`src/hdl/eele_pkg.sv`:
```
`timescale 1ns / 1ps
`default_nettype none

package eele_pkg;

	localparam int ROOT_W = 16;
	localparam int SRC_W  = 4;
	localparam int PCNT_W = 5;
	localparam int ADDR_W = 3;
	localparam int DATA_W = 32;

	typedef enum logic [1:0] {
		KIND_TEST    = 2'd0,
		KIND_REJECT  = 2'd1,
		KIND_ACK     = 2'd2,
		KIND_VICTORY = 2'd3
	} kind_t;

	typedef enum logic {
		CMD_START   = 1'b0,
		CMD_MESSAGE = 1'b1
	} cmd_t;

	typedef enum logic {
		REG_OWN_RANK   = 1'b0,
		REG_PORT_COUNT = 1'b1
	} reg_idx_t;

	typedef struct packed {
		logic [ROOT_W-1:0] own_rank;
		logic [PCNT_W-1:0] port_count;
	} cfg_t;

	typedef struct packed {
		logic start;
		logic step;
		logic filter;
	} scan_ctl_t;

	typedef struct packed {
		logic busy;
		logic hit;
	} scan_st_t;

endpackage

`default_nettype wire

```
`src/hdl/eele_in_if.sv`:
```
`timescale 1ns / 1ps
`default_nettype none

interface eele_in_if;
	logic        valid;
	logic        ready;
	logic        command;
	logic [1:0]  msg_kind;
	logic [3:0]  source_port;
	logic [15:0] msg_root;

	modport source (output valid, output command, output msg_kind, output source_port,
		output msg_root, input ready);
	modport sink (input valid, input command, input msg_kind, input source_port,
		input msg_root, output ready);
endinterface

`default_nettype wire

```
`src/hdl/eele_out_if.sv`:
```
`timescale 1ns / 1ps
`default_nettype none

interface eele_out_if;
	logic        valid;
	logic        ready;
	logic        send_valid;
	logic [3:0]  dest_port;
	logic [1:0]  send_kind;
	logic [15:0] send_root;
	logic        leader_known;
	logic [15:0] leader_id;
	logic        last;

	modport source (output valid, output send_valid, output dest_port, output send_kind,
		output send_root, output leader_known, output leader_id, output last, input ready);
	modport sink (input valid, input send_valid, input dest_port, input send_kind,
		input send_root, input leader_known, input leader_id, input last, output ready);
endinterface

`default_nettype wire

```
`src/hdl/eele_cfg.sv`:
```
`timescale 1ns / 1ps
`default_nettype none

module eele_cfg (
	input  logic                         clk,
	input  logic                         arst_n,
	input  logic                         psel,
	input  logic                         penable,
	input  logic                         pwrite,
	input  logic [eele_pkg::ADDR_W-1:0]  paddr,
	input  logic [eele_pkg::DATA_W-1:0]  pwdata,
	output logic [eele_pkg::DATA_W-1:0]  prdata,
	output logic                         pready,
	output eele_pkg::cfg_t               cfg
);
	import eele_pkg::*;

	cfg_t     cfg_q;
	reg_idx_t sel;
	logic     wr_en;

	assign sel    = reg_idx_t'(paddr[2]);
	assign wr_en  = psel && penable && pwrite;
	assign pready = 1'b1;
	assign cfg    = cfg_q;

	always_ff @(posedge clk or negedge arst_n) begin
		if (!arst_n) begin
			cfg_q.own_rank   <= '0;
			cfg_q.port_count <= PCNT_W'(16);
		end else if (wr_en) begin
			unique case (sel)
				REG_OWN_RANK:   cfg_q.own_rank   <= pwdata[ROOT_W-1:0];
				REG_PORT_COUNT: cfg_q.port_count <= pwdata[PCNT_W-1:0];
				default: ;
			endcase
		end
	end

	always_comb begin
		unique case (sel)
			REG_OWN_RANK:   prdata = DATA_W'(cfg_q.own_rank);
			REG_PORT_COUNT: prdata = DATA_W'(cfg_q.port_count);
			default:        prdata = '0;
		endcase
	end

endmodule

`default_nettype wire

```
`src/hdl/eele_scan.sv`:
```
`timescale 1ns / 1ps
`default_nettype none

// Port scanner: visits one port per step and flags those that get a message.
module eele_scan #(
	parameter int PORTS = 16
) (
	input  logic                           clk,
	input  logic                           arst_n,
	input  eele_pkg::scan_ctl_t            ctl,
	input  logic [$clog2(PORTS+1)-1:0]     act,
	input  logic [PORTS-1:0]               rej,
	input  logic                           parent_valid,
	input  logic [eele_pkg::SRC_W-1:0]     parent,
	output eele_pkg::scan_st_t             st,
	output logic [$clog2(PORTS+1)-1:0]     idx
);
	import eele_pkg::*;

	localparam int IW = $clog2(PORTS + 1);
	localparam int XW = (PORTS > 1) ? $clog2(PORTS) : 1;
	localparam int CW = (IW > SRC_W) ? IW : SRC_W;

	logic [IW-1:0] idx_q;
	logic [XW-1:0] port_ix;
	logic          is_parent;

	assign port_ix   = idx_q[XW-1:0];
	assign is_parent = parent_valid && (CW'(idx_q) == CW'(parent));
	assign st.busy   = idx_q < act;
	assign st.hit    = st.busy && (!ctl.filter || (!rej[port_ix] && !is_parent));
	assign idx       = idx_q;

	always_ff @(posedge clk or negedge arst_n) begin
		if (!arst_n) begin
			idx_q <= '0;
		end else if (ctl.start) begin
			idx_q <= '0;
		end else if (ctl.step && st.busy) begin
			idx_q <= idx_q + IW'(1);
		end
	end

endmodule

`default_nettype wire

```
`src/hdl/echo_extinction_leader_election_node_core.sv`:
```
`timescale 1ns / 1ps
`default_nettype none

// One node of echo-with-extinction leader election. Configure own_rank (byte address 0)
// and port_count (byte address 4) over the APB-style port while the node is idle, then feed
// it words on cmd: a start command makes it an initiator, a message word carries a test,
// reject, ack or victory from a neighbour port. For each accepted word the node delivers on
// res one result word per outgoing message, in order, with last set on the final one; if
// nothing is sent it delivers a single null word (send_valid low). leader_known and
// leader_id on every result show whether the election has finished after that input. The
// node takes one input word at a time: cmd.ready is high only while it is idle. A word
// is accepted in the idle state and decided in the decide state; then come the two message
// phases (tests or one reject first, victories or one ack second), and the done state
// hands over the last result. A flood is sent by the port scanner, which visits one
// neighbour port per cycle while the result stage can take a message, once for a test
// flood and once for a victory flood. A single result stage sits between the scanner and
// the output register, so the scan can go on while the previous result waits to be taken,
// until the held result must wait as well. There is no clearing pass after reset.
module echo_extinction_leader_election_node_core #(
	parameter int PORTS   = 16,
	parameter int ID_BITS = 16
) (
	input  logic                         clk,
	input  logic                         arst_n,
	input  logic                         psel,
	input  logic                         penable,
	input  logic                         pwrite,
	input  logic [eele_pkg::ADDR_W-1:0]  paddr,
	input  logic [eele_pkg::DATA_W-1:0]  pwdata,
	output logic [eele_pkg::DATA_W-1:0]  prdata,
	output logic                         pready,
	eele_in_if.sink                      cmd,
	eele_out_if.source                   res
);
	import eele_pkg::*;

	localparam int IW = $clog2(PORTS + 1);
	localparam int XW = (PORTS > 1) ? $clog2(PORTS) : 1;
	localparam int CW = (IW > SRC_W) ? IW : SRC_W;
	localparam logic [ROOT_W-1:0] ID_MASK = (ID_BITS >= ROOT_W) ? {ROOT_W{1'b1}} :
		ROOT_W'((64'd1 << ID_BITS) - 64'd1);

	// Sequencer states.
	typedef enum logic [4:0] {
		ST_IDLE   = 5'b00001,
		ST_DECIDE = 5'b00010,
		ST_PH1    = 5'b00100,
		ST_PH2    = 5'b01000,
		ST_DONE   = 5'b10000
	} state_t;

	// What the first phase sends: a test flood or one reject.
	typedef enum logic [1:0] {
		P1_NONE   = 2'd0,
		P1_TEST   = 2'd1,
		P1_REJECT = 2'd2
	} ph1_t;

	// What the second phase sends: a victory flood or one ack to the parent.
	typedef enum logic [1:0] {
		P2_NONE    = 2'd0,
		P2_VICTORY = 2'd1,
		P2_ACK     = 2'd2
	} ph2_t;

	cfg_t cfg;

	eele_cfg u_cfg (
		.clk     (clk),
		.arst_n  (arst_n),
		.psel    (psel),
		.penable (penable),
		.pwrite  (pwrite),
		.paddr   (paddr),
		.pwdata  (pwdata),
		.prdata  (prdata),
		.pready  (pready),
		.cfg     (cfg)
	);

	state_t state_q, state_d;

	// Latched input word.
	cmd_t              cmd_q;
	kind_t             kind_q;
	logic [SRC_W-1:0]  src_q;
	logic [ROOT_W-1:0] root_in_q;

	// Election state.
	logic              root_valid_q;
	logic [ROOT_W-1:0] best_root_q;
	logic              parent_valid_q;
	logic [SRC_W-1:0]  parent_q;
	logic [7:0]        pending_q;
	logic [PORTS-1:0]  rej_q;
	logic              finished_q;

	// Plan for the current word.
	ph1_t ph1_q;
	ph2_t ph2_q;
	logic scan_all_q;

	// Result staging: one held result, then the output register.
	logic [IW-1:0]     cnt_q;
	logic              hold_v_q;
	logic [SRC_W-1:0]  hold_dest_q;
	kind_t             hold_kind_q;
	logic              out_v_q;
	logic              out_send_q;
	logic [SRC_W-1:0]  out_dest_q;
	kind_t             out_kind_q;
	logic [ROOT_W-1:0] out_root_q;
	logic              out_lk_q;
	logic [ROOT_W-1:0] out_lid_q;
	logic              out_last_q;

	logic [IW-1:0]     act;
	logic [ROOT_W-1:0] rank;
	logic [XW-1:0]     src_x;
	logic              src_ok;
	logic [PORTS-1:0]  elig;
	logic              any_elig;

	// Decision outputs.
	ph1_t              d_ph1;
	ph2_t              d_ph2;
	logic              d_all;
	logic              d_root_valid;
	logic [ROOT_W-1:0] d_best;
	logic              d_parent_valid;
	logic [7:0]        d_pending;
	logic              d_finished;
	logic              d_adopt;
	logic              d_reject_src;
	logic              dec;
	logic              zero;

	// Sequencer signals.
	scan_ctl_t         scan_ctl;
	scan_st_t          scan_st;
	logic [IW-1:0]     scan_idx;
	logic              can_push;
	logic              gen_ok;
	logic              ph1_leave;
	logic              ph2_leave;
	logic              cand_v;
	logic [SRC_W-1:0]  cand_dest;
	kind_t             cand_kind;
	logic              emit;
	logic              push_mid;
	logic              done_push;
	logic              load_out;
	logic              pend_inc;

	// Ports in use: a count above the built number of ports acts as that number.
	always_comb begin
		if (32'(cfg.port_count) > PORTS) begin
			act = IW'(PORTS);
		end else begin
			act = IW'(cfg.port_count);
		end
	end

	assign rank   = cfg.own_rank & ID_MASK;
	assign src_x  = XW'(src_q);
	assign src_ok = (CW'(src_q) < CW'(act)) && !rej_q[src_x];

	// Ports that an adopted test would flood; if none, the node is a leaf of the new tree.
	always_comb begin
		for (int i = 0; i < PORTS; i++) begin
			elig[i] = (CW'(i) < CW'(act)) && !rej_q[i] && (CW'(i) != CW'(src_q));
		end
	end
	assign any_elig = |elig;

	// Everything the word does to the state is settled in the decide cycle; only the
	// pending count of a test flood is counted up while the flood goes out.
	always_comb begin
		d_ph1          = P1_NONE;
		d_ph2          = P2_NONE;
		d_all          = 1'b0;
		d_root_valid   = root_valid_q;
		d_best         = best_root_q;
		d_parent_valid = parent_valid_q;
		d_pending      = pending_q;
		d_finished     = finished_q;
		d_adopt        = 1'b0;
		d_reject_src   = 1'b0;
		dec            = 1'b0;
		zero           = 1'b0;
		if (!finished_q) begin
			if (cmd_q == CMD_START) begin
				d_ph1          = P1_TEST;
				d_all          = 1'b1;
				d_root_valid   = 1'b1;
				d_best         = rank;
				d_parent_valid = 1'b0;
				d_pending      = '0;
			end else if (src_ok) begin
				if (kind_q == KIND_VICTORY) begin
					d_ph2        = P2_VICTORY;
					d_best       = root_in_q;
					d_root_valid = 1'b1;
					d_finished   = 1'b1;
				end else begin
					unique case (kind_q)
						KIND_TEST: begin
							if (!root_valid_q || root_in_q > best_root_q) begin
								d_adopt        = 1'b1;
								d_ph1          = P1_TEST;
								d_root_valid   = 1'b1;
								d_best         = root_in_q;
								d_parent_valid = 1'b1;
							end else if (root_in_q == best_root_q) begin
								d_ph1        = P1_REJECT;
								d_reject_src = 1'b1;
								dec          = 1'b1;
							end
						end
						KIND_REJECT: begin
							d_reject_src = 1'b1;
							dec          = 1'b1;
						end
						KIND_ACK: begin
							dec = root_valid_q && (root_in_q == best_root_q);
						end
						KIND_VICTORY: begin
						end
						default: begin
						end
					endcase
					if (d_adopt) begin
						d_pending = '0;
						zero      = !any_elig;
					end else begin
						d_pending = pending_q - 8'(dec);
						zero      = (d_pending == 8'd0);
					end
					// Nothing outstanding: the own root wins, otherwise report to the parent.
					if (zero) begin
						if (d_root_valid && d_best == rank) begin
							d_ph2      = P2_VICTORY;
							d_finished = 1'b1;
						end else if (d_parent_valid) begin
							d_ph2 = P2_ACK;
						end
					end
				end
			end
		end
	end

	eele_scan #(
		.PORTS (PORTS)
	) u_scan (
		.clk          (clk),
		.arst_n       (arst_n),
		.ctl          (scan_ctl),
		.act          (act),
		.rej          (rej_q),
		.parent_valid (parent_valid_q),
		.parent       (parent_q),
		.st           (scan_st),
		.idx          (scan_idx)
	);

	// The output register frees up when it is empty or being taken; the held result can
	// move whenever that is so; that, or an empty hold, lets a new result be produced.
	assign can_push = !out_v_q || res.ready;
	assign gen_ok   = !hold_v_q || can_push;

	always_comb begin
		ph1_leave = 1'b0;
		ph2_leave = 1'b0;
		cand_v    = 1'b0;
		cand_dest = '0;
		cand_kind = KIND_TEST;
		pend_inc  = 1'b0;
		scan_ctl.step   = 1'b0;
		scan_ctl.filter = 1'b1;
		if (state_q == ST_PH1) begin
			scan_ctl.filter = !scan_all_q;
			unique case (ph1_q)
				P1_TEST: begin
					scan_ctl.step = gen_ok;
					cand_v        = gen_ok && scan_st.hit;
					cand_dest     = SRC_W'(scan_idx);
					cand_kind     = KIND_TEST;
					pend_inc      = gen_ok && scan_st.hit;
					ph1_leave     = !scan_st.busy;
				end
				P1_REJECT: begin
					cand_v    = gen_ok;
					cand_dest = src_q;
					cand_kind = KIND_REJECT;
					ph1_leave = gen_ok;
				end
				default: ph1_leave = 1'b1;
			endcase
		end else if (state_q == ST_PH2) begin
			unique case (ph2_q)
				P2_VICTORY: begin
					scan_ctl.step = gen_ok;
					cand_v        = gen_ok && scan_st.hit;
					cand_dest     = SRC_W'(scan_idx);
					cand_kind     = KIND_VICTORY;
					ph2_leave     = !scan_st.busy;
				end
				P2_ACK: begin
					cand_v    = gen_ok;
					cand_dest = parent_q;
					cand_kind = KIND_ACK;
					ph2_leave = gen_ok;
				end
				default: ph2_leave = 1'b1;
			endcase
		end
		scan_ctl.start = (state_q == ST_DECIDE) || (state_q == ST_PH1 && ph1_leave);
	end

	// At most PORTS messages per word; the pending count still follows every test.
	assign emit      = cand_v && (cnt_q != IW'(PORTS));
	assign push_mid  = emit && hold_v_q;
	assign done_push = (state_q == ST_DONE) && can_push;
	assign load_out  = push_mid || done_push;

	always_comb begin
		state_d = state_q;
		unique case (state_q)
			ST_IDLE:   if (cmd.valid) state_d = ST_DECIDE;
			ST_DECIDE: state_d = ST_PH1;
			ST_PH1:    if (ph1_leave) state_d = ST_PH2;
			ST_PH2:    if (ph2_leave) state_d = ST_DONE;
			ST_DONE:   if (can_push) state_d = ST_IDLE;
			default:   state_d = ST_IDLE;
		endcase
	end

	assign cmd.ready = (state_q == ST_IDLE);

	always_ff @(posedge clk or negedge arst_n) begin
		if (!arst_n) begin
			state_q        <= ST_IDLE;
			root_valid_q   <= 1'b0;
			parent_valid_q <= 1'b0;
			pending_q      <= '0;
			rej_q          <= '0;
			finished_q     <= 1'b0;
			ph1_q          <= P1_NONE;
			ph2_q          <= P2_NONE;
			scan_all_q     <= 1'b0;
			cnt_q          <= '0;
			hold_v_q       <= 1'b0;
			out_v_q        <= 1'b0;
		end else begin
			state_q <= state_d;
			if (state_q == ST_DECIDE) begin
				ph1_q          <= d_ph1;
				ph2_q          <= d_ph2;
				scan_all_q     <= d_all;
				cnt_q          <= '0;
				root_valid_q   <= d_root_valid;
				parent_valid_q <= d_parent_valid;
				pending_q      <= d_pending;
				finished_q     <= d_finished;
				if (d_reject_src) begin
					rej_q[src_x] <= 1'b1;
				end
			end
			if (pend_inc) begin
				pending_q <= pending_q + 8'd1;
			end
			if (emit) begin
				hold_v_q <= 1'b1;
				cnt_q    <= cnt_q + IW'(1);
			end else if (done_push) begin
				hold_v_q <= 1'b0;
			end
			if (load_out) begin
				out_v_q <= 1'b1;
			end else if (res.ready) begin
				out_v_q <= 1'b0;
			end
		end
	end

	always_ff @(posedge clk) begin
		if (cmd.valid && cmd.ready) begin
			cmd_q     <= cmd_t'(cmd.command);
			kind_q    <= kind_t'(cmd.msg_kind);
			src_q     <= cmd.source_port;
			root_in_q <= cmd.msg_root & ID_MASK;
		end
		if (state_q == ST_DECIDE) begin
			best_root_q <= d_best;
			if (d_adopt) begin
				parent_q <= src_q;
			end
		end
		if (emit) begin
			hold_dest_q <= cand_dest;
			hold_kind_q <= cand_kind;
		end
		// Every message of a word carries the node's root as it stands after the decision.
		if (load_out) begin
			out_lk_q  <= finished_q;
			out_lid_q <= finished_q ? best_root_q : '0;
			if (hold_v_q) begin
				out_send_q <= 1'b1;
				out_dest_q <= hold_dest_q;
				out_kind_q <= hold_kind_q;
				out_root_q <= best_root_q;
			end else begin
				out_send_q <= 1'b0;
				out_dest_q <= '0;
				out_kind_q <= KIND_TEST;
				out_root_q <= '0;
			end
			out_last_q <= done_push;
		end
	end

	assign res.valid        = out_v_q;
	assign res.send_valid   = out_send_q;
	assign res.dest_port    = out_dest_q;
	assign res.send_kind    = out_kind_q;
	assign res.send_root    = out_root_q;
	assign res.leader_known = out_lk_q;
	assign res.leader_id    = out_lid_q;
	assign res.last         = out_last_q;

endmodule

`default_nettype wire

```
`src/flat_wrapper.sv`:
```
// flat-port wrapper written by rule: the top's interface ports become plain ports
module echo_extinction_leader_election_node_core_flat import eele_pkg::*;
#(
	parameter int PORTS   = 16,
	parameter int ID_BITS = 16
)
  (clk, arst_n, psel, penable, pwrite, paddr, pwdata, prdata, pready, cmd_valid, cmd_command, cmd_msg_kind, cmd_source_port, cmd_msg_root, cmd_ready, res_valid, res_send_valid, res_dest_port, res_send_kind, res_send_root, res_leader_known, res_leader_id, res_last, res_ready);
  eele_in_if cmd_i ();
  eele_out_if res_i ();
  input  logic clk;
  input  logic arst_n;
  input  logic psel;
  input  logic penable;
  input  logic pwrite;
  input  logic [eele_pkg::ADDR_W-1:0] paddr;
  input  logic [eele_pkg::DATA_W-1:0] pwdata;
  output logic [eele_pkg::DATA_W-1:0] prdata;
  output logic pready;
  input wire logic [$bits(cmd_i.valid)-1:0] cmd_valid;
  input wire logic [$bits(cmd_i.command)-1:0] cmd_command;
  input wire logic [$bits(cmd_i.msg_kind)-1:0] cmd_msg_kind;
  input wire logic [$bits(cmd_i.source_port)-1:0] cmd_source_port;
  input wire logic [$bits(cmd_i.msg_root)-1:0] cmd_msg_root;
  output wire logic [$bits(cmd_i.ready)-1:0] cmd_ready;
  output wire logic [$bits(res_i.valid)-1:0] res_valid;
  output wire logic [$bits(res_i.send_valid)-1:0] res_send_valid;
  output wire logic [$bits(res_i.dest_port)-1:0] res_dest_port;
  output wire logic [$bits(res_i.send_kind)-1:0] res_send_kind;
  output wire logic [$bits(res_i.send_root)-1:0] res_send_root;
  output wire logic [$bits(res_i.leader_known)-1:0] res_leader_known;
  output wire logic [$bits(res_i.leader_id)-1:0] res_leader_id;
  output wire logic [$bits(res_i.last)-1:0] res_last;
  input wire logic [$bits(res_i.ready)-1:0] res_ready;
  assign cmd_i.valid = cmd_valid;
  assign cmd_i.command = cmd_command;
  assign cmd_i.msg_kind = cmd_msg_kind;
  assign cmd_i.source_port = cmd_source_port;
  assign cmd_i.msg_root = cmd_msg_root;
  assign cmd_ready = cmd_i.ready;
  assign res_valid = res_i.valid;
  assign res_send_valid = res_i.send_valid;
  assign res_dest_port = res_i.dest_port;
  assign res_send_kind = res_i.send_kind;
  assign res_send_root = res_i.send_root;
  assign res_leader_known = res_i.leader_known;
  assign res_leader_id = res_i.leader_id;
  assign res_last = res_i.last;
  assign res_i.ready = res_ready;
  echo_extinction_leader_election_node_core #(.PORTS(PORTS), .ID_BITS(ID_BITS)) u_core (.clk(clk), .arst_n(arst_n), .psel(psel), .penable(penable), .pwrite(pwrite), .paddr(paddr), .pwdata(pwdata), .prdata(prdata), .pready(pready), .cmd(cmd_i), .res(res_i));
endmodule
```
`config.mk`:
```
export PLATFORM = sky130hd
export DESIGN_NAME = echo_extinction_leader_election_node_core_flat
export DESIGN_NICKNAME = d
export VERILOG_FILES = /design/src/hdl/eele_pkg.sv /design/src/hdl/eele_in_if.sv /design/src/hdl/eele_out_if.sv /design/src/hdl/eele_cfg.sv /design/src/hdl/eele_scan.sv /design/src/hdl/echo_extinction_leader_election_node_core.sv /design/src/flat_wrapper.sv
export SDC_FILE = /design/constraint.sdc
export NUM_CORES = 1
export LEC_CHECK = 0
export BUFFER_PORTS_ARGS = -buffer_cell sky130_fd_sc_hd__buf_4
export CAP_MARGIN = 15
export CORE_ASPECT_RATIO = 0.9
export CORE_MARGIN = 2
export CORE_UTILIZATION = 35
export CTS_CLUSTER_DIAMETER = 40
export CTS_CLUSTER_SIZE = 24
export DETAILED_ROUTE_END_ITERATION = 6
export GPL_TIMING_DRIVEN = 0
export PLACE_DENSITY = 0.61
export SYNTH_ARGS = -nofsm -noshare
export SYNTH_HDL_FRONTEND = slang
export SYNTH_SLANG_ARGS = --single-unit
```
`constraint.sdc`:
```
create_clock -name clk -period 12 [get_ports clk]
set_input_delay 1.2 -clock clk [delete_from_list [all_inputs] [get_ports clk]]
set_output_delay 1.2 -clock clk [all_outputs]
set_load 0.01 [all_outputs]
```
After elaboration in Yosys (flattened, before gate mapping)
Index checks and enable logic that the tools add are counted.
{ "classes": {"n_addsub": 4, "order_cmp": 23, "n_eq_ne": 40, "n_mux": 129, "bitwise_logic": 3, "n_reduce_logical": 97} }
{ "ops": {"columns": ["cell", "count"], "rows": [
  ["two-way mux 16 bit", 9],
  ["two-way mux 1 bit", 72],
  ["one-hot mux 32 bit (2 select lines)", 1],
  ["two-way mux 8 bit", 7],
  ["logical AND 1 bit", 48],
  ["two-way mux 5 bit", 9],
  ["< comparator 4 x 5 -> 1 bit (first input constant)", 8],
  ["== test 16 bit", 2],
  ["two-way mux 2 bit", 16],
  ["!= test 4 bit (first input constant)", 8],
  ["zero test 1 bit", 26],
  ["one-hot mux 5 bit (5 select lines)", 1],
  ["< comparator 3 x 5 -> 1 bit (first input constant)", 4],
  ["greater-than comparator 16 bit", 1],
  ["!= test 3 x 4 -> 1 bit (first input constant)", 4],
  ["OR 16 bit", 1],
  ["one-hot mux 4 bit (2 select lines)", 2],
  ["OR reduction 16 bit", 1],
  ["AND reduction 4 bit", 3],
  ["adder 5 x 1 -> 5 bit (second input constant)", 2],
  ["< comparator 1 x 5 -> 1 bit (first input constant)", 2],
  ["< comparator 2 x 5 -> 1 bit (first input constant)", 2],
  ["< comparator 4 x 5 -> 1 bit (second input constant)", 2],
  ["one-hot mux 1 bit (2 select lines)", 5],
  ["other kinds (33)", 60]
]} }
{ "word_totals": {"reg_bits": 160, "inputBits": 65, "out_inout_bits": 76} }

Logic depth before layout (Yosys ltp)
Gate-level depths: netlist (run 1).
{ "depth": {"depth_word": 20, "ltp_mapped": 16, "mapped_depth_nobuf": 16} }

Cells and area by module
From an unflattened synthesis (run 1), not the netlist that was laid out.
{ "unflattened": {"hier_cells": 838, "area_unflattened_um2": 9039.9} }
{ "modules_own_cells": {"columns": ["mod", "n_inst", "cells_each", "area_each_um2"], "rows": [
  ["echo_extinction_leader_election_node_core", 1, 687, 7319.5],
  ["eele_cfg", 1, 82, 1117.3],
  ["eele_scan", 1, 69, 603.1]
]} }

Worst setup path before layout (run 1)
OpenSTA, ideal clock, no wires.
{ "synth_timing": {"path_type": "reg-to-reg", "start": "register u_core.u_cfg.cfg_q (netlist bit u_core.u_cfg.cfg[1])", "end": "register u_core.out_dest_q[0], in the netlist u_core.res.dest_port[0], enable pin", "setup_ns": 0.454, "t_arrival_ns": 4.451, "required_time_ns": 11.546, "setup_slack_ns": 7.095, "stages_incl_launch_ff": 12, "n_path_buf": 2, "synth_period_minus_slack_ns": 4.905, "cell_sequence": "dfrtp_1 > clkbuf_1 > nand2_1 > ha_1 > or4b_1 > a21oi_1 > o21ai_0 > a21oi_1 > a32oi_1 > o32a_2 > buf_6 > o22ai_1"} }
{ "synth_between": {"elab_chain_len": 11, "word_cells_on_any_way": 12, "cone_classes": "order compare (2); mux (5); reduce/logical (5)"} }
{ "synth_rtl": {"columns": ["element", "line", "source"], "rows": [
  ["start, declared", "eele_cfg.sv:18", "cfg_t cfg_q;"],
  ["greater-than comparator 5 bit", "echo_extinction_leader_election_node_core.sv:157", "if (32'(cfg.port_count) > PORTS) begin"],
  ["two-way mux 5 bit *", "echo_extinction_leader_election_node_core.sv:157", null],
  ["< comparator 5 bit *", "eele_scan.sv:30", "assign st.busy = idx_q < act;"],
  ["logical AND 1 bit *", "eele_scan.sv:31", "assign st.hit = st.busy && (!ctl.filter || (!rej[port_ix] && !is_parent));"],
  ["logical AND 1 bit *", "echo_extinction_leader_election_node_core.sv:286, echo_extinction_leader_election_node_core.sv:304", null],
  ["one-hot mux 1 bit (2 select lines)", "echo_extinction_leader_election_node_core.sv:301", "unique case (ph2_q)"],
  ["two-way mux 1 bit", "echo_extinction_leader_election_node_core.sv:300", "end else if (state_q == ST_PH2) begin"],
  ["two-way mux 1 bit *", "echo_extinction_leader_election_node_core.sv:281", "if (state_q == ST_PH1) begin"],
  ["logical AND 1 bit *", "echo_extinction_leader_election_node_core.sv:322", "assign emit = cand_v && (cnt_q != IW'(PORTS));"],
  ["logical AND 1 bit *", "echo_extinction_leader_election_node_core.sv:323", "assign push_mid = emit && hold_v_q;"],
  ["logical OR 1 bit *", "echo_extinction_leader_election_node_core.sv:325", "assign load_out = push_mid || done_push;"],
  ["via u_core.load_out", "echo_extinction_leader_election_node_core.sv:152", "logic load_out;"],
  ["end signal, assigned", "echo_extinction_leader_election_node_core.sv:410", "out_dest_q <= hold_dest_q;"],
  ["end, declared", "echo_extinction_leader_election_node_core.sv:110", "logic [SRC_W-1:0] out_dest_q;"]
]} }
The timed path passes the listed nets; every way through them passes the cells marked *.
A chain may end at the register's enable or synchronous reset.

Worst setup path in the final report (run 1)
{ "layout_timing": {"start": "register u_core.best_root_q[15]", "end": "register u_core.finished_q"} }
{ "layout_between": {"elab_chain_len": 20, "word_cells_on_any_way": 44, "cone_classes": "add/sub (1); order compare (1); eq/ne (2); mux (36); reduce/logical (4)"} }
{ "layout_rtl": {"columns": ["element", "line", "source"], "rows": [
  ["start, declared", "echo_extinction_leader_election_node_core.sv:91", "logic [ROOT_W-1:0] best_root_q;"],
  ["start signal, assigned", "echo_extinction_leader_election_node_core.sv:395", "best_root_q <= d_best;"],
  ["greater-than comparator 16 bit / == test 16 bit (equally long branches)", "echo_extinction_leader_election_node_core.sv:208, echo_extinction_leader_election_node_core.sv:214, echo_extinction_leader_election_node_core.sv:225", null],
  ["logical OR 1 bit / two-way mux 1 bit (equally long branches)", "echo_extinction_leader_election_node_core.sv:208, echo_extinction_leader_election_node_core.sv:214", null],
  ["two-way mux 1 bit", "echo_extinction_leader_election_node_core.sv:208", "if (!root_valid_q || root_in_q > best_root_q) begin"],
  ["one-hot mux 1 bit (3 select lines)", "echo_extinction_leader_election_node_core.sv:206", "unique case (kind_q)"],
  ["two-way mux 1 bit", "echo_extinction_leader_election_node_core.sv:200", "if (kind_q == KIND_VICTORY) begin"],
  ["two-way mux 1 bit", "echo_extinction_leader_election_node_core.sv:199", "end else if (src_ok) begin"],
  ["two-way mux 1 bit", "echo_extinction_leader_election_node_core.sv:192", "if (cmd_q == CMD_START) begin"],
  ["two-way mux 1 bit", "echo_extinction_leader_election_node_core.sv:191", "if (!finished_q) begin"],
  ["[... 4 more ...]", null, null],
  ["two-way mux 1 bit", "echo_extinction_leader_election_node_core.sv:199", null],
  ["two-way mux 1 bit", "echo_extinction_leader_election_node_core.sv:192", null],
  ["two-way mux 1 bit", "echo_extinction_leader_election_node_core.sv:191", null],
  ["two-way mux 1 bit *", "echo_extinction_leader_election_node_core.sv:240", "if (zero) begin"],
  ["two-way mux 1 bit *", "echo_extinction_leader_election_node_core.sv:200", null],
  ["two-way mux 1 bit *", "echo_extinction_leader_election_node_core.sv:199", null],
  ["two-way mux 1 bit *", "echo_extinction_leader_election_node_core.sv:192", null],
  ["two-way mux 1 bit *", "echo_extinction_leader_election_node_core.sv:191", null],
  ["end signal, assigned", "echo_extinction_leader_election_node_core.sv:365", "finished_q <= d_finished;"],
  ["end, declared", "echo_extinction_leader_election_node_core.sv:96", "logic finished_q;"]
]} }
Mark *: on every way between the ends. The rest lies on a longest branch, timed or not. The select of a mux whose other input is x is not followed.

==> results.md, run 1 <==
* Global-route wire length before repair at 35700 µm
* Cts repair resizes at 0
* Leakage power total at 4.47 nW
* Most common library cell in the layout ignoring fill and taps: sky130_fd_sc_hd__buf_4
* Global routing usage summed across all routing layers at 0.176
* Count of hold buffers inserted by post-cts repair at 0
* Topmost layer with routed signal wires: met4
* Per-instance average area after synthesis at approximately 11 µm²
* Maximum clock frequency at 223 MHz
* Maximum buffer depth of the clock tree at 2
* Setup crit end kind: flop
* # fillers at 2349
* Number of buffer and inverter stages on the critical path at 1
* Flip-flop cell with the highest count after synthesis: sky130_fd_sc_hd__edfxtp_1
* Ratio of total power to cell area at 176 nW/µm²
* Period minus WS final at 4.48 ns
* Via-per-instance ratio at 5.15
* Summed negative setup slack over all endpoints at 0 ns
* Inserted Clock Buffers at 17
* Period utilisation layout at 0.373
* Max stage delay cell, worst path: sky130_fd_sc_hd__nor4_1
* Critical path data arrival time at 4.79 ns
* Core area at 24400 µm²
* Yosys warning total at 0
* Met3 Wirelength at 1680 µm
* Leftover overflow at the end of global routing at 0
* Number of H-tree levels at 4
* Cell area after synthesis at 8740 µm²
* Relative slew slack at 0.244
* Clock tree from TritonCTS: done
* Per-cell routed wire length at 17.5 µm
* Sequential share of the synthesized area at 0.510
* Routed wire length at approximately 22000 µm
* Clock tree root driver cell: sky130_fd_sc_hd__clkbuf_16
* Residual antenna-violating net count after detailed routing at 0
* Share of flip-flops with an asynchronous set or reset after synthesis at 0.438
* Final-report max-slew violation count at 0
* Die width at 171 µm
* Final core area utilization at 0.437
* Number of vias in the routed layout at 6591
* Number of antenna violations at the first check in global routing at 0
* Max VDD drop at between 0.15 and 0.2 mV
* Number of standard cells after synthesis at 791
* Final GP Congestion at 0.873
* Worst-path maximum fanout at 4
* Total of endpoints with negative setup slack in the final report at 0
* Clock sink count at 160
* Worst path cell trace: inv_1 -> ha_1 -> nand4_1 -> nor4_1 -> and3_1 -> nor2_1 -> a21oi_1 -> ha_1 -> or3b_2 -> or3_1 -> xnor2_1 -> nand4_1 -> nor2_1 -> a31oi_1 -> o31ai_1 -> a41o_1
* Final number of hold-violating endpoints at 0
* Total Die Area at 26300 µm²
* Critical path's top delay family: simple AND/OR/NAND/NOR gates
* Clock Skew at 0.0115 ns
* Met2 WL post-DR at 9550 µm
* Setup repair after global routing missed its margin: no
* Worst hold path type: flop to flop
* Number of nets at the end of the flow at 1028
* Number of synthesized register bits at 160
* Transition time of the tightest slew-check pin at 1.13 ns
* Number of port buffers at 104
* Number of global-route vias before repair at 6300
* Worst Setup Start Kind: flop
* Clock latency on the worst-skew pair at between 0.4 and 0.5 ns
* First-iteration detailed-routing DRC count at 578
* Fraction of final layout cells with drive strength greater than 1 at 0.225
* Outcome: complete, no violations
* M1 WL at 11000 µm
* Maximum number of pins on one net before global-route repair at 71
* Post-synthesis cell type count at 72
* Worst path required time at 12.32 ns
* Rows at 54
* ANT cells at 0
* Most frequent cells in the layout: 121 x sky130_fd_sc_hd__buf_4, 90 x sky130_fd_sc_hd__edfxtp_1, 75 x sky130_fd_sc_hd__nor2_1
* Effective utilization at floorplan at 0.358
* Die Ht at 154 µm
* DP HPWL at 16600 µm
* Io pins at 141
* CP max stage delay at roughly 0.53 ns
* Area growth, synth to finish at 21.9%
* TritonRoute pass-1 iters at 5
* Setup bufs post-CTS at 0
* Post-synth EDFFs at 90
* Clock input transition at the sequential cells of the worst setup and hold paths at approximately 0.07 ns
* DRC violations left at 0
* Crit path kind: flop to flop
* Max-Cap Viols at 0
metrics by stage:
stage / std cells / cell area (µm²) / hold slack, ns / total power [W] / setup slack (ns)
floorplan: 806 / 8800 / 0.423 / 0.00112 / 7.10
global placement: 1246 / 10000 / 0.427 / 0.00129 / 5.92
detailed placement: 1247 / 10000 / 0.431 / 0.00130 / 7.70
CTS: 1279 / 10700 / 0.448 / 0.00188 / 7.61
global route: 1279 / 10700 / 0.482 / 0.00198 / 7.34
finish: 1279 / 10700 / 0.444 / 0.00187 / 7.52
Yosys cell counts (8+ instances only):
master                      n  area share
sky130_fd_sc_hd__edfxtp_1  90        0.31
sky130_fd_sc_hd__nor2_1    75       0.032
sky130_fd_sc_hd__dfrtp_1   68        0.19
sky130_fd_sc_hd__a21oi_1   42       0.024
sky130_fd_sc_hd__inv_1     40       0.017
sky130_fd_sc_hd__nand2_1   37       0.016
sky130_fd_sc_hd__ha_1      33       0.047
sky130_fd_sc_hd__mux2i_1   30       0.034
sky130_fd_sc_hd__mux2_2    29       0.037
sky130_fd_sc_hd__and2_1    27       0.019
sky130_fd_sc_hd__xor2_1    27       0.027
sky130_fd_sc_hd__clkbuf_1  24       0.010
sky130_fd_sc_hd__nor2b_1   18       0.013
sky130_fd_sc_hd__o21ai_0   18       0.010
sky130_fd_sc_hd__buf_4     17       0.015
sky130_fd_sc_hd__nand3_1   16      0.0092
sky130_fd_sc_hd__o21bai_1  16       0.014
sky130_fd_sc_hd__o22ai_1   16       0.011
sky130_fd_sc_hd__nand2b_1  11      0.0079
sky130_fd_sc_hd__nor4_1    11      0.0079
sky130_fd_sc_hd__xnor2_1   11       0.011
sky130_fd_sc_hd__a22oi_1    9      0.0077
sky130_fd_sc_hd__nand4_1    9      0.0064
sky130_fd_sc_hd__nor3_1     9      0.0052
sky130_fd_sc_hd__mux4_2     8       0.021
path summary, 6_finish.rpt:
| path | slack [ns] | end | depth (start not counted) | startpoint |
|---|---|---|---|---|
| hold reg to reg | 0.44 | u_core.res.send_valid | 0 | u_core.hold_v_q |
| min in group asynchronous | 0.90 | u_core.u_cfg.cfg[9] | 1 | arst_n |
| max in group asynchronous | 10.50 | u_core.cnt_q[2] | 1 | arst_n |
| hold / removal | 0.44 | u_core.res.send_valid | 0 | u_core.hold_v_q |
| setup reg to reg | 7.52 | u_core.finished_q | 16 | u_core.best_root_q[15] |
| setup / recovery | 7.52 | u_core.finished_q | 16 | u_core.best_root_q[15] |
logic make-up (layout without fill, tap and decap cells):
kind of cell               Yosys count  after routing  synth area share
AOI/OAI and AO/OA                  160            160             0.122
xor gates and xnor gates            38             38            0.0381
adders and majority gates           33             33            0.0472
buffers and inverters               93            230            0.0497
DFF                                160            160             0.510
muxes                               67             67            0.0923
other                                2             17          0.000859
and+or+nand+nor                    238            238             0.140
layout make-up:
type / count / area, µm² / share of cell area
Buffer: 52 / 280 / 0.0263
Clock buffer: 18 / 429 / 0.0403
Clock inverter: 14 / 191 / 0.0180
Inverter: 41 / 154 / 0.0144
Multi-Input combinational cell: 553 / 3920 / 0.368
Sequential cell: 160 / 4460 / 0.418
Tap cell: 336 / 420 / 0.0395
Timing Repair Buffer: 105 / 801 / 0.0752
power breakdown:
part	switching [W]	internal [W]	total (W)
clock	0.000240	0.000335	0.000576
sequential	0.000108	0.000680	0.000787
combinational	0.000291	0.000216	0.000507
worst register-to-register path, delay by kind of cell, from the launching register on:
kind	cells	cell delay, ns
adders and majority gates	2	0.54
xor gates and xnor gates	1	0.16
DFF	1	0.44
buffers and inverters	1	0.08
AOI/OAI and AO/OA	4	0.96
and+or+nand+nor	8	2.20
metal layers:
metal  up-vias  track usage
met2       226        0.248
met3        14       0.0512
li1       3134            -
met1      3217        0.269
met5         -            0
met4         0       0.0313
flip-flops by register name, summed over array words and instances, names as in the netlist, 5 cells and up:
| name | cells |
|---|---|
| u_core.res.send_root | 16 |
| u_core.root_in_q | 16 |
| u_core.best_root_q | 16 |
| u_core.pending_q | 8 |
| u_core.rej_q | 16 |
| u_core.state_q | 5 |
| u_core.cnt_q | 5 |
| u_core.u_cfg.cfg | 21 |
| u_core.u_scan.idx | 5 |
| u_core.res.leader_id | 16 |
Power figures use the tool's default switching activity.
==> run 2, diff against run 1 <==
--- a/config.mk
+++ b/config.mk
@@ -14,7 +14,7 @@
 export CTS_CLUSTER_SIZE = 24
 export DETAILED_ROUTE_END_ITERATION = 6
 export GPL_TIMING_DRIVEN = 0
-export PLACE_DENSITY = 0.61
+export PLACE_DENSITY = 0.63
 export SYNTH_ARGS = -nofsm -noshare
 export SYNTH_HDL_FRONTEND = slang
 export SYNTH_SLANG_ARGS = --single-unit
==> constraint.sdc (replaced) <==
create_clock -name clk -period 3.65 [get_ports clk]
set_input_delay 0.365 -clock clk [delete_from_list [all_inputs] [get_ports clk]]
set_output_delay 0.365 -clock clk [all_outputs]
set_load 0.01 [all_outputs]
==> results.md, run 2 (same netlist as run 1, synthesis figures left out) <==
* Most common library cell in the layout ignoring fill and taps: sky130_fd_sc_hd__buf_4
* Period minus WS final at 3.78 ns (-0.698 ns)
* Worst Setup Start Kind: flop
* Worst setup margin at -0.129 ns (-7.65 ns)
* Fraction of final layout cells with drive strength greater than 1 at 0.268 (+0.0432)
* Area growth, synth to finish at 25.7%
* Crit path kind: flop to flop
* Final-report max-slew violation count at 0 (unchanged)
* Number of vias in the routed layout at 6808 (+3.3%)
* Count of hold buffers inserted by post-cts repair at 0 (unchanged)
* Outcome: finished, violations left
* Clock tree from TritonCTS: done
* Relative slew slack at 0.304 (+0.0604)
* Clock latency on the worst-skew pair at 0.44 ns (about the same)
* Residual antenna-violating net count after detailed routing at 0 (unchanged)
* Pint at 0.00404 W (+230%)
* Io pins at 141 (unchanged)
* Transition time of the tightest slew-check pin at 1.04 ns (-0.0905 ns)
* Period utilisation layout at 1.04 (+0.662)
* Leftover overflow at the end of global routing at 0 (unchanged)
* Final GP Congestion at 0.892 (+2.2%)
* Min Hold Slack at 0.0626 ns (-0.382 ns)
* Area of the multi-input gates at 4050 µm² (+3.2%)
* Worst flop-to-flop path endpoint: u_core.finished_q
* Rows at 54 (unchanged)
* Reg2Reg Depth at 15 (-1)
* Setup crit end kind: flop
* Maximum number of pins on one net before global-route repair at 71 (unchanged)
* DRC violations left at 0 (unchanged)
* Net switching fraction of the power at 0.349 (+0.00742)
* Cell area after layout at 11000 µm² (+3.1%)
* Via-per-instance ratio at 5.20 (+0.85%)
* Global-route wire length before repair at 36200 µm (+1.6%)
* Setup repair after global routing missed its margin: yes
* Number of H-tree levels at 4 (unchanged)
* Worst path required time at 3.97 ns (-8.35 ns)
* Number of port buffers at 104 (unchanged)
* Inserted Clock Buffers at 17 (unchanged)
* Effective utilization at floorplan at 0.358 (unchanged)
* Ratio of total power to cell area at 565 nW/µm² (+220%)
* Failing checks: setup timing
* Core area at 24400 µm² (unchanged)
* Critical path data arrival time at 4.10 ns (-0.69 ns)
* Total Die Area at 26300 µm² (unchanged)
* Part of the total power dissipated in the clock network at 0.286 (-0.022)
* Clock tree root driver cell: sky130_fd_sc_hd__clkbuf_16
* Number of antenna violations at the first check in global routing at 0 (unchanged)
* Routed wire length at 23000 µm (+2.8%)
* Combinational power share at 0.296 (+0.025)
* Minimum setup slack after placement at -0.540 ns (-8.24 ns)
* NetSw at 0.00217 W (+240%)
* Max VDD drop at 0.286 mV (+90%)
* Number of global-route vias before repair at 6443 (+2.3%)
* First-iteration detailed-routing DRC count at 655 (+13%)
* Sequential share of power at 0.418 (-0.003)
* Sequential Area at 4460 µm² (unchanged)
* ANT cells at 0 (unchanged)
* Worst-path maximum fanout at 3 (-1)
* Total Power at 0.00620 W (+230%)
* DP HPWL at 16700 µm (+0.54%)
* Maximum buffer depth of the clock tree at 2 (unchanged)
* RR Startpoint: u_core.root_in_q[13]
* Worst hold path type: input pin to async pin
* Leakage power total at 4.64 nW (+3.7%)
* Number of nets at the end of the flow at 1059 (+3.0%)
* # fillers at 2294 (-2.3%)
* Largest register FFs at 21 (unchanged)
* Die Ht at 154 µm (unchanged)
* Global routing usage summed across all routing layers at 0.178 (+0.00211)
* Total of endpoints with negative setup slack in the final report at 9 (+9)
* Clock sink count at 160 (unchanged)
* Final number of hold-violating endpoints at 0 (unchanged)
* Clock Skew at 0.00930 ns (-0.00224 ns)
* TritonRoute pass-1 iters at 6 (+1)
* Max-Cap Viols at 0 (unchanged)
* Most frequent cells in the layout: 151 x sky130_fd_sc_hd__buf_4, 90 x sky130_fd_sc_hd__edfxtp_1, 73 x sky130_fd_sc_hd__nor2_1
* Maximum clock frequency at 265 MHz (+18%)
* Placed standard-cell area at 10000 µm² (+0.14%)
* Per-cell routed wire length at 17.6 µm (+0.33%)
* Internal reg-to-reg setup slack at -0.13 ns (-7.65 ns)
* Clock input transition at the sequential cells of the worst setup and hold paths at 0.07 ns (about the same)
* Die width at 171 µm (unchanged)
## run 2: changes by cell type in the layout (fill, tap and decap cells not counted), moves of 2 or more
cell,delta
sky130_fd_sc_hd__a21oi_1,-2
sky130_fd_sc_hd__a21oi_2,+2
sky130_fd_sc_hd__buf_4,+30
sky130_fd_sc_hd__bufinv_16,-2
sky130_fd_sc_hd__clkbuf_1,-2
sky130_fd_sc_hd__clkbuf_8,+2
sky130_fd_sc_hd__clkinv_2,+3
sky130_fd_sc_hd__ha_1,-5
sky130_fd_sc_hd__ha_4,+4
sky130_fd_sc_hd__inv_8,-2
sky130_fd_sc_hd__nor2_1,-2
## run 2: area by class of cell
cell class	count	share of cell area
plain buffers	51	0.0252
clock buffers	19	0.0412
clock inverters	13	0.0114
inverters	41	0.0140
multi-input cells	553	0.368
flip-flops and latches	160	0.406
well taps	336	0.0383
repair buffers	137	0.0958
## run 2: worst max-delay path by stage
stage | cells after the start | slack (ns) | from | to
6_report | 15 | -0.13 | u_core.root_in_q[13] | u_core.finished_q
2_1_floorplan | 11 | 0.05 | u_core.u_cfg.cfg[1] | u_core.res.dest_port[0]
3_5_place_dp | 16 | -0.54 | u_core.best_root_q[15] | u_core.finished_q
4_1_cts | 15 | -0.05 | u_core.root_in_q[9] | u_core.finished_q
3_3_place_gp | 11 | -0.61 | u_core.u_cfg.cfg[1] | u_core.res.leader_id[10]
5_1_grt | 16 | -0.27 | u_core.best_root_q[13] | u_core.finished_q
## run 2: critical path, stage by stage (launching register included)
cell and delay, ns:
sky130_fd_sc_hd__edfxtp_1 0.45, sky130_fd_sc_hd__ha_4 0.30, sky130_fd_sc_hd__nand4_1 0.27, sky130_fd_sc_hd__nor4_4 0.40, sky130_fd_sc_hd__and3_4 0.29, sky130_fd_sc_hd__nor2_4 0.04, sky130_fd_sc_hd__a21oi_2 0.13, sky130_fd_sc_hd__ha_2 0.19
sky130_fd_sc_hd__or3b_4 0.39, sky130_fd_sc_hd__or3_4 0.36, sky130_fd_sc_hd__xnor2_2 0.14, sky130_fd_sc_hd__nand4_1 0.10, sky130_fd_sc_hd__nor2_2 0.05, sky130_fd_sc_hd__a31oi_2 0.23, sky130_fd_sc_hd__o31ai_2 0.09, sky130_fd_sc_hd__a41o_1 0.23
## run 2: power groups by stage
stage	combinational [W]	sequential [W]	clock, W
3_5_place_dp	0.00166	0.00261	0
6_report	0.00184	0.00259	0.00178
3_3_place_gp	0.00161	0.00261	0
5_1_grt	0.00203	0.00263	0.00189
4_1_cts	0.00177	0.00257	0.00180
2_1_floorplan	0.00120	0.00247	0
## run 2: routing by layer
metal / global-route usage / part of all wire / vias up / wire length (µm)
li1: - / - / 3188 / -
met1: 0.270 / 0.49 / 3333 / 11200
met2: 0.255 / 0.43 / 270 / 9840
met3: 0.0476 / 0.079 / 17 / 1820
met4: 0.0350 / 0.0080 / 0 / 185
met5: 0 / 0 / - / 0
## run 2: timing repair
item / CTS / global route
endpoints found under the hold margin: 0 / 0
pin swaps: 14 / 11
endpoints found under the setup margin: 56 / 59
gates resized for setup: 14 / 10
setup buffers: 25 / 6
## run 2: metrics by stage
stage / utilization / cells / setup TNS, ns
global placement: 0.410 / 1246 / -26.77
finish: 0.450 / 1310 / -0.312
CTS: 0.446 / 1304 / -0.0659
floorplan: - / 806 / 0
global route: 0.450 / 1310 / -2.07
detailed placement: 0.412 / 1248 / -9.57
